$ cat src/hdl/hex_record_image_parser_unit_assert.svh
// ----------------------------------------------------------------------------
// Assertion macros for the hex record image parser
// Concurrent checks that compile away when NO_ASSERTIONS is defined.
// ----------------------------------------------------------------------------
`ifndef HEX_RECORD_IMAGE_PARSER_UNIT_ASSERT_SVH
`define HEX_RECORD_IMAGE_PARSER_UNIT_ASSERT_SVH

`ifndef NO_ASSERTIONS

// Same-cycle implication, disabled while reset is high.
`define HRIP_ASSERT_NOW(name, clk, rst, ante, cons) \
  name: assert property (@(posedge clk) disable iff (rst) (ante) |-> (cons)) \
    else $error("hrip assertion failed");

// Next-cycle implication, disabled while reset is high.
`define HRIP_ASSERT_NEXT(name, clk, rst, ante, cons) \
  name: assert property (@(posedge clk) disable iff (rst) (ante) |=> (cons)) \
    else $error("hrip assertion failed");

`else

`define HRIP_ASSERT_NOW(name, clk, rst, ante, cons)
`define HRIP_ASSERT_NEXT(name, clk, rst, ante, cons)

`endif

`endif

$ cat src/hdl/hrip_pkg.sv
// ----------------------------------------------------------------------------
// hrip_pkg
// Shared types, codes and the hex digit decoder of the hex record parser.
// ----------------------------------------------------------------------------
`default_nettype none

package hrip_pkg;

  // Parser phases
  localparam logic [2:0] PH_COLON  = 3'd0;
  localparam logic [2:0] PH_HEADER = 3'd1;
  localparam logic [2:0] PH_DATA   = 3'd2;
  localparam logic [2:0] PH_SUM    = 3'd3;
  localparam logic [2:0] PH_END    = 3'd4;
  localparam logic [2:0] PH_HALT   = 3'd5;

  // Result kinds
  localparam logic [1:0] K_DATA   = 2'd0;
  localparam logic [1:0] K_ACCEPT = 2'd1;
  localparam logic [1:0] K_DONE   = 2'd2;
  localparam logic [1:0] K_ERROR  = 2'd3;

  // Error codes
  localparam logic [2:0] E_NO_COLON  = 3'd0;
  localparam logic [2:0] E_BAD_DIGIT = 3'd1;
  localparam logic [2:0] E_LENGTH    = 3'd2;
  localparam logic [2:0] E_ADDRESS   = 3'd3;
  localparam logic [2:0] E_TYPE      = 3'd4;
  localparam logic [2:0] E_CHECKSUM  = 3'd5;
  localparam logic [2:0] E_LINE      = 3'd6;

  // Characters and record types
  localparam logic [7:0] CH_COLON     = 8'h3A;
  localparam logic [7:0] CH_LF        = 8'h0A;
  localparam logic [7:0] TYPE_DATA    = 8'h00;
  localparam logic [7:0] TYPE_CLOSING = 8'h01;

  typedef struct packed {
    logic [1:0]  kind;
    logic [7:0]  data_byte;
    logic [15:0] byte_address;
    logic [2:0]  error_code;
  } result_t;

  // Bit 4 set marks a character that is not a hex digit.
  function automatic logic [4:0] hex_value(input logic [7:0] ch);
    logic [4:0] v;
    v = 5'h10;
    if (ch >= 8'h30 && ch <= 8'h39) v = 5'(ch - 8'h30);
    else if (ch >= 8'h41 && ch <= 8'h46) v = 5'(ch - 8'h37);
    else if (ch >= 8'h61 && ch <= 8'h66) v = 5'(ch - 8'h57);
    return v;
  endfunction

endpackage

`default_nettype wire

$ cat src/hdl/hrip_out_buf.sv
// ----------------------------------------------------------------------------
// hrip_out_buf
// Two-entry result buffer: output register plus skid stage.
// ----------------------------------------------------------------------------
`default_nettype none

module hrip_out_buf (
  input  wire               clk,
  input  wire               rst,
  input  wire               push,
  input  wire hrip_pkg::result_t push_data,
  output logic              ready,
  output logic              out_valid,
  input  wire               out_ready,
  output hrip_pkg::result_t out_data
);

  logic              skid_valid;
  hrip_pkg::result_t skid_data;
  logic              pop;

  assign pop   = out_valid && out_ready;
  assign ready = !skid_valid;

  always_ff @(posedge clk) begin
    if (rst) begin
      out_valid  <= 1'b0;
      skid_valid <= 1'b0;
    end else if (!out_valid) begin
      if (push) begin
        out_data  <= push_data;
        out_valid <= 1'b1;
      end
    end else if (!skid_valid) begin
      if (pop && push) begin
        out_data <= push_data;
      end else if (pop) begin
        out_valid <= 1'b0;
      end else if (push) begin
        skid_data  <= push_data;
        skid_valid <= 1'b1;
      end
    end else if (pop) begin
      // skid full: no push can arrive, move skid forward
      out_data   <= skid_data;
      skid_valid <= 1'b0;
    end
  end

endmodule

`default_nettype wire

$ cat src/hdl/hex_record_image_parser_unit.sv
// ----------------------------------------------------------------------------
// hex_record_image_parser_unit
// Results are registered in the output buffer after their character transfer.
// Throughput: one character per cycle while the skid stage is empty; a held result stalls input.
// Reset: rst clears parser state, image_size and the result buffer.
// ----------------------------------------------------------------------------
`default_nettype none

// Parses a hex record text image character by character. Each line is ':',
// length, address, type, data digit pairs, checksum, LF. Data bytes are sent
// with their image offsets as they decode; a good record gives an accept at
// its LF, the closing record gives completion, any fault gives a numbered
// error. After completion or error the parser holds until a restart transfer.
// Results pass through an output register with a skid stage, so a character
// is taken while an earlier result still waits downstream.

module hex_record_image_parser_unit #(
  parameter int RECORD_BYTES = 32
) (
  input  wire         clk,
  input  wire         rst,
  input  wire         cfg_wr_en,
  input  wire  [15:0] cfg_wr_data,    // image_size
  input  wire         s_axis_tvalid,
  output logic        s_axis_tready,
  input  wire  [7:0]  s_axis_tdata,   // [7:0] character
  input  wire         s_axis_tuser,   // [0] restart
  output logic        m_axis_tvalid,
  input  wire         m_axis_tready,
  output logic [31:0] m_axis_tdata,   // [7:0] data_byte, [23:8] byte_address,
                                      // [26:24] error_code, [31:27] zero
  output logic [1:0]  m_axis_tuser    // [1:0] kind
);

  localparam logic [7:0]  RecordCount = 8'(RECORD_BYTES);
  localparam logic [15:0] RecordWide  = 16'(RECORD_BYTES);

  // Configuration
  logic [15:0] image_size;

  // Parser state
  logic [2:0]  phase,           phase_next;
  logic [2:0]  char_position,   char_position_next;
  logic [3:0]  high_nibble,     high_nibble_next;
  logic [7:0]  record_length,   record_length_next;
  logic [15:0] record_origin,   record_origin_next;
  logic [7:0]  running_sum,     running_sum_next;
  logic [15:0] expected_offset, expected_offset_next;
  logic [7:0]  expected_count,  expected_count_next;
  logic [7:0]  bytes_left,      bytes_left_next;
  logic [15:0] data_addr,       data_addr_next;

  // Datapath
  logic              accept;
  logic              push;
  hrip_pkg::result_t result;
  hrip_pkg::result_t out_result;
  logic [4:0]        nibble;
  logic [7:0]        rec_byte;
  logic [7:0]        sum_with_byte;
  logic              closing;
  logic [16:0]       next_offset;
  logic              image_done;
  logic [15:0]       remaining;

  assign accept        = s_axis_tvalid && s_axis_tready;
  assign nibble        = hrip_pkg::hex_value(s_axis_tdata);
  assign rec_byte      = {high_nibble, nibble[3:0]};
  assign sum_with_byte = running_sum + rec_byte;
  assign closing       = (expected_count == 8'd0);

  // Offset of the following record and its expected byte count
  assign next_offset = {1'b0, expected_offset} + {9'd0, record_length};
  assign image_done  = (next_offset >= {1'b0, image_size});
  assign remaining   = image_size - next_offset[15:0];

  always_ff @(posedge clk) begin
    if (rst) begin
      image_size <= 16'd0;
    end else if (cfg_wr_en) begin
      image_size <= cfg_wr_data;
    end
  end

  always_comb begin
    phase_next           = phase;
    char_position_next   = char_position;
    high_nibble_next     = high_nibble;
    record_length_next   = record_length;
    record_origin_next   = record_origin;
    running_sum_next     = running_sum;
    expected_offset_next = expected_offset;
    expected_count_next  = expected_count;
    bytes_left_next      = bytes_left;
    data_addr_next       = data_addr;
    push                 = 1'b0;
    result               = '0;

    if (s_axis_tuser) begin
      // Restart: clear the parser, keep the image size
      phase_next           = hrip_pkg::PH_COLON;
      char_position_next   = 3'd0;
      high_nibble_next     = 4'd0;
      record_length_next   = 8'd0;
      record_origin_next   = 16'd0;
      running_sum_next     = 8'd0;
      expected_offset_next = 16'd0;
      expected_count_next  = RecordCount;
      bytes_left_next      = 8'd0;
    end else if (phase == hrip_pkg::PH_HALT) begin
      // hold until restart
    end else if (phase == hrip_pkg::PH_COLON) begin
      if (s_axis_tdata != hrip_pkg::CH_COLON) begin
        push              = 1'b1;
        result.kind       = hrip_pkg::K_ERROR;
        result.error_code = hrip_pkg::E_NO_COLON;
        phase_next        = hrip_pkg::PH_HALT;
      end else begin
        phase_next         = hrip_pkg::PH_HEADER;
        char_position_next = 3'd0;
        running_sum_next   = 8'd0;
      end
    end else if (phase == hrip_pkg::PH_END) begin
      push       = 1'b1;
      phase_next = hrip_pkg::PH_HALT;
      if (s_axis_tdata != hrip_pkg::CH_LF) begin
        result.kind       = hrip_pkg::K_ERROR;
        result.error_code = hrip_pkg::E_LINE;
      end else if (closing) begin
        result.kind = hrip_pkg::K_DONE;
      end else begin
        result.kind          = hrip_pkg::K_ACCEPT;
        phase_next           = hrip_pkg::PH_COLON;
        expected_offset_next = next_offset[15:0];
        if (image_done) begin
          expected_count_next = 8'd0;
        end else if (remaining < RecordWide) begin
          expected_count_next = remaining[7:0];
        end else begin
          expected_count_next = RecordCount;
        end
      end
    end else if (s_axis_tdata == hrip_pkg::CH_LF) begin
      push              = 1'b1;
      result.kind       = hrip_pkg::K_ERROR;
      result.error_code = hrip_pkg::E_LINE;
      phase_next        = hrip_pkg::PH_HALT;
    end else if (nibble[4]) begin
      push              = 1'b1;
      result.kind       = hrip_pkg::K_ERROR;
      result.error_code = hrip_pkg::E_BAD_DIGIT;
      phase_next        = hrip_pkg::PH_HALT;
    end else if (!char_position[0]) begin
      // first digit of a pair
      high_nibble_next   = nibble[3:0];
      char_position_next = char_position + 3'd1;
    end else if (phase == hrip_pkg::PH_HEADER) begin
      running_sum_next   = sum_with_byte;
      char_position_next = char_position + 3'd1;
      case (char_position[2:1])
        2'd0: begin
          record_length_next = rec_byte;
          if (rec_byte != expected_count) begin
            push              = 1'b1;
            result.kind       = hrip_pkg::K_ERROR;
            result.error_code = hrip_pkg::E_LENGTH;
            phase_next        = hrip_pkg::PH_HALT;
          end
        end
        2'd1: begin
          record_origin_next = {rec_byte, 8'd0};
        end
        2'd2: begin
          record_origin_next = {record_origin[15:8], rec_byte};
          if ({record_origin[15:8], rec_byte} != (closing ? 16'd0 : expected_offset)) begin
            push              = 1'b1;
            result.kind       = hrip_pkg::K_ERROR;
            result.error_code = hrip_pkg::E_ADDRESS;
            phase_next        = hrip_pkg::PH_HALT;
          end
        end
        default: begin
          if (rec_byte != (closing ? hrip_pkg::TYPE_CLOSING : hrip_pkg::TYPE_DATA)) begin
            push              = 1'b1;
            result.kind       = hrip_pkg::K_ERROR;
            result.error_code = hrip_pkg::E_TYPE;
            phase_next        = hrip_pkg::PH_HALT;
          end else begin
            bytes_left_next    = record_length;
            data_addr_next     = record_origin;
            char_position_next = 3'd0;
            phase_next = (record_length != 8'd0) ? hrip_pkg::PH_DATA : hrip_pkg::PH_SUM;
          end
        end
      endcase
    end else if (phase == hrip_pkg::PH_DATA) begin
      // Send the byte now; the checksum is checked at the end of the line
      push                = 1'b1;
      result.kind         = hrip_pkg::K_DATA;
      result.data_byte    = rec_byte;
      result.byte_address = data_addr;
      char_position_next  = 3'd0;
      running_sum_next    = sum_with_byte;
      bytes_left_next     = bytes_left - 8'd1;
      data_addr_next      = data_addr + 16'd1;
      if (bytes_left == 8'd1) phase_next = hrip_pkg::PH_SUM;
    end else begin
      // checksum pair
      char_position_next = 3'd0;
      if (sum_with_byte != 8'd0) begin
        push              = 1'b1;
        result.kind       = hrip_pkg::K_ERROR;
        result.error_code = hrip_pkg::E_CHECKSUM;
        phase_next        = hrip_pkg::PH_HALT;
      end else begin
        phase_next = hrip_pkg::PH_END;
      end
    end
  end

  always_ff @(posedge clk) begin
    if (rst) begin
      phase           <= hrip_pkg::PH_COLON;
      char_position   <= 3'd0;
      high_nibble     <= 4'd0;
      record_length   <= 8'd0;
      record_origin   <= 16'd0;
      running_sum     <= 8'd0;
      expected_offset <= 16'd0;
      expected_count  <= RecordCount;
      bytes_left      <= 8'd0;
      data_addr       <= 16'd0;
    end else if (accept) begin
      phase           <= phase_next;
      char_position   <= char_position_next;
      high_nibble     <= high_nibble_next;
      record_length   <= record_length_next;
      record_origin   <= record_origin_next;
      running_sum     <= running_sum_next;
      expected_offset <= expected_offset_next;
      expected_count  <= expected_count_next;
      bytes_left      <= bytes_left_next;
      data_addr       <= data_addr_next;
    end
  end

  // Result register with skid stage
  hrip_out_buf u_out_buf (
    .clk       (clk),
    .rst       (rst),
    .push      (accept && push),
    .push_data (result),
    .ready     (s_axis_tready),
    .out_valid (m_axis_tvalid),
    .out_ready (m_axis_tready),
    .out_data  (out_result)
  );

  assign m_axis_tdata = {5'd0, out_result.error_code, out_result.byte_address,
                         out_result.data_byte};
  assign m_axis_tuser = out_result.kind;

  `include "hex_record_image_parser_unit_assert.svh"

  // Input stalls only while a result waits in the output register
  `HRIP_ASSERT_NOW(a_stall_has_result, clk, rst, !s_axis_tready, m_axis_tvalid)

  // A halted parser produces nothing but a restart gets through
  `HRIP_ASSERT_NOW(a_halt_silent, clk, rst,
    accept && !s_axis_tuser && phase == hrip_pkg::PH_HALT, !push)

  // Any error halts the parser
  `HRIP_ASSERT_NEXT(a_error_halts, clk, rst,
    accept && push && result.kind == hrip_pkg::K_ERROR, phase == hrip_pkg::PH_HALT)

  // Data phase always has a byte left to take
  `HRIP_ASSERT_NOW(a_data_left, clk, rst, phase == hrip_pkg::PH_DATA, bytes_left != 8'd0)

endmodule

`default_nettype wire
$ cat config.mk
export PLATFORM = sky130hd
export DESIGN_NAME = hex_record_image_parser_unit
export DESIGN_NICKNAME = d
export VERILOG_FILES = /design/src/hdl/hrip_pkg.sv /design/src/hdl/hrip_out_buf.sv /design/src/hdl/hex_record_image_parser_unit.sv
export VERILOG_INCLUDE_DIRS = /design/src /design/src/hdl
export SDC_FILE = /design/constraint.sdc
export NUM_CORES = 1
export LEC_CHECK = 0
export BUFFER_PORTS_ARGS = -buffer_cell sky130_fd_sc_hd__buf_4
export CAP_MARGIN = 20
export CORE_AREA = 3 3 164 166
export CTS_BUF_LIST = sky130_fd_sc_hd__clkbuf_2
export DETAILED_ROUTE_END_ITERATION = 12
export DIE_AREA = 0 0 167 169
export GPL_TIMING_DRIVEN = 0
export SYNTH_ARGS = -nofsm -noshare
export SYNTH_HDL_FRONTEND = slang
export SYNTH_SLANG_ARGS = --single-unit
$ cat constraint.sdc
create_clock -name clk -period 5.9 [get_ports clk]
set_clock_uncertainty 0.2 [all_clocks]
set_input_delay 0.59 -clock clk [delete_from_list [all_inputs] [get_ports clk]]
set_output_delay 0.59 -clock clk [all_outputs]
set_load 0.005 [all_outputs]
==> impl_metrics.py <==
metrics = {
    "route": {
        "firstDrtPassIters": 5,
        "vias_per_cell": 5.61,
        "ant_nets": 0,
        "routed_wl_mm": 28.9,
        "avgRoutedWirePerCell_um": 17.7,
        "drc": 0,
        "drt_iter0_markers": 597,
        "vias": 9171,
    },
    "sta": {
        "slew_viol_final": 0,
        "rsz0062_at_grt": "false",
        "finalHoldViolCount": 0,
        "period_share_pct": 91.4,
        "setup_viol": 0,
        "hold_slack_ns": 0.0532,
        "relSlewSlack_pct": 44.6,
        "worst_pin_slew_ns": 0.824,
        "fmax_mhz": 185,
        "fin_crit_ns": 5.40,
        "setup_slack_ns": 0.505,
    },
    "power": {
        "p_total_mw": 2.22,
        "leakage_nw": 4.64,
        "ir_drop_mv": 0.122,
        "p_per_area_nw_per_um2": 191,
    },
    "synthesis": {
        "ys_ff_latch": 166,
        "synth-seq-area-share_pct": 38.3,
        "synth-async-reset-ratio_pct": 0,
        "yosys_warnings": 0,
        "synth_area_per_cell_um2": 8.65,
        "ys_types": 87,
        "synth_edf_count": 58,
        "synth_ff_type": "dfxtp_1",
        "syn-cell-area_um2": 10200,
        "netlist_instances": 1178,
    },
    "run": {
        "maxCapViolations": 0,
    },
    "die": {
        "die-area_um2": 28200,
        "initial_core_util_pct": 39.6,
        "core_area_um2": 25800,
        "rows": 59,
        "die_h_um": 169,
        "die_x_um": 167,
        "io_pins": 66,
    },
    "worst_hold_path": {
        "hp-class": "input pin to register",
        "holdPathEnd": "image_size[4]",
        "hold_start": "cfg_wr_en",
        "min_path_cells": 3,
    },
    "cts": {
        "cts_tree": "done",
        "cts_sinks": 166,
        "cts_root_buf": "clkbuf_2",
        "clk_latency_ns": 0.83,
        "cts_resized": 0,
        "cts_buffers": 17,
        "clk_path_buf_depth": 2,
        "cts.clk_slew.worst_paths_ns": 0.30,
        "htreeDepth": 4,
    },
    "worst_setup_path": {
        "crit_path_max_fanout": 8,
        "reg2reg_depth": 18,
        "required_ns": 6.44,
        "reg2reg_to": "expected_count[0]",
        "end_kind": "register",
        "r2r_start": "record_length[0]",
        "arrival_ns": 5.93,
        "start_kind": "register",
        "crit_type": "register to register",
        "rrSetupSlack_ns": 0.50,
    },
    "grt": {
        "grt_pass1_wl_mm": 46.5,
        "gr-total-overflow": 0,
        "antenna_found_initial": 1,
        "grt_usage_pct": 20.3,
        "first_global_vias": 8658,
        "grt_start_max_net_pins": 22,
    },
    "cells_and_area": {
        "drive_gt1_share_pct": 11.5,
        "fill_cells": 2577,
        "finalNonFillerCells": 1635,
        "syn_to_final_growth_pct": 14.3,
        "final_nets": 1373,
    },
    "place": {
        "dp.cells": 1580,
        "pre_cts_ws_ns": -0.136,
        "port_buffers": 59,
        "place_congestion": 0.925,
        "dp_hpwl_mm": 21.3,
    },
    "status": {
        "status": "complete, no violations",
    },
}
==> critical path, cell delays in order (launching register included) <==
cell and delay (ns):
dfxtp_1 0.44, ha_1 0.26, fa_1 0.40, a21o_1 0.19, a211oi_1 0.24, nor2_1 0.09, o41a_1 0.36, xor2_1 0.28
ha_1 0.29, clkbuf_1 0.21, a21o_1 0.25, a21o_1 0.22, a222oi_1 0.42, nand2_1 0.12, xnor2_1 0.14, or3_1 0.32
nor3_1 0.41, nand4_1 0.26, o21ai_0 0.24
==> routing by layer <==
| layer | GRT usage (%) | share of wire [%] | wire length, µm | up-vias |
|---|---|---|---|---|
| met4 | 7.64 | 3.0 | 858 | 0 |
| met3 | 2.90 | 4.9 | 1430 | 61 |
| met1 | 27.5 | 46 | 13500 | 4367 |
| met2 | 33.1 | 46 | 13200 | 248 |
| met5 | 0 | 0 | 0 | - |
| li1 | - | - | - | 4495 |
==> what timing repair did <==
item                                    4_1_cts  5_1_grt
endpoints found under the hold margin        21        0
setup buffers                                 0        0
endpoints found under the setup margin        0        0
hold buffers                                 20        0
==> area by class of cell <==
cell class	instances	area (µm²)	share of cell area, %
Clock buffer	17	85.1	0.730
Multi-Input combinational cell	883	5800	49.8
Timing Repair Buffer	85	696	5.97
Tap cell	335	419	3.60
Clock inverter	15	219	1.88
Buffer	73	298	2.56
Antenna cell	1	2.50	0.0215
Inverter	60	225	1.93
Sequential cell	166	3900	33.5
==> synthesized netlist by cell type (all sizes together), types with 12 or more instances <==
| cell type | number | area share (%) |
|---|---|---|
| dfxtp | 108 | 21 |
| clkbuf | 60 | 2.2 |
| nor3b | 12 | 0.88 |
| a21o | 18 | 1.3 |
| inv | 59 | 2.2 |
| a21oi | 92 | 4.5 |
| xnor2 | 27 | 2.3 |
| mux2i | 25 | 2.5 |
| ha | 54 | 6.6 |
| nand4 | 12 | 0.74 |
| nor3 | 30 | 1.5 |
| and3 | 40 | 2.5 |
| a31oi | 13 | 0.80 |
| nor2 | 152 | 5.6 |
| edfxtp | 58 | 17 |
| mux2 | 25 | 2.8 |
| nand3 | 31 | 1.5 |
| o21ai | 47 | 2.3 |
| buf | 13 | 0.70 |
| nor4 | 16 | 0.98 |
| a22oi | 20 | 1.5 |
| xor2 | 13 | 1.1 |
| nand2 | 83 | 3.1 |
==> power breakdown <==
group,internal (mW),switching [mW]
clock network,0.166,0.546
logic,0.117,0.185
registers,1.20,0.0102
total,1.48,0.742
==> flip-flops by register name, indices dropped and copies added (netlist names) <==
register,count
data_addr,16
record_length,8
bytes_left,8
high_nibble,4
u_out_buf.skid_valid,1
u_out_buf.out_data,29
image_size,16
expected_offset,16
char_position,3
u_out_buf.out_valid,1
record_origin,16
expected_count,8
phase,3
running_sum,8
u_out_buf.skid_data,29
==> layout by cell type, fill, tap and decap left out, types with 13 or more instances in the layout <==
master / count
buf_4: 65
nand3_1: 31
nor2_1: 151
and3_1: 39
mux2i_1: 25
a21oi_1: 92
clkbuf_1: 59
xnor2_1: 27
ha_1: 54
clkbuf_2: 20
dfxtp_1: 108
a21o_1: 17
nor3_1: 30
o21ai_0: 44
a31oi_1: 13
mux2_2: 25
inv_1: 59
edfxtp_1: 58
a22oi_1: 20
nor4_1: 16
nand2_1: 83
dlygate4sd3_1: 20
xor2_1: 13
==> worst max-delay path by stage <==
stage	startpoint	cells past startpoint	to	slack, ns
2_1_floorplan	s_axis_tdata[1]	15	u_out_buf.out_data[0]	-0.58
3_3_place_gp	s_axis_tdata[0]	16	u_out_buf.skid_data[14]	-2.31
3_5_place_dp	s_axis_tdata[0]	18	u_out_buf.skid_data[13]	-0.14
4_1_cts	record_length[0]	18	expected_count[0]	0.55
5_1_grt	expected_offset[0]	19	expected_count[1]	0.11
6_report	record_length[0]	18	expected_count[0]	0.50
==> cell families (layout without fill, tap and decap cells) <==
| kind of cell | after synthesis | count (layout) | share of synthesized area [%] |
|---|---|---|---|
| other cells | 1 | 6 | 0.0368 |
| compound gates | 287 | 287 | 18.8 |
| fa+ha+maj | 58 | 58 | 7.32 |
| buf+inv | 133 | 250 | 5.13 |
| simple gates | 442 | 442 | 21.5 |
| flops | 166 | 166 | 38.3 |
| mux | 50 | 50 | 5.22 |
| xor+xnor | 41 | 41 | 3.67 |
==> per-stage QoR <==
step | util (%) | cell area, µm² | TNS, ns
after floorplan | - | 10200 | -33.28
after global placement | 43.0 | 11100 | -129.26
after detailed placement | 43.2 | 11100 | -1.62
final | 45.2 | 11600 | 0
after global routing | 45.2 | 11600 | 0
after CTS | 45.2 | 11600 | 0
No activity file was read; power rests on OpenSTA's default activity.
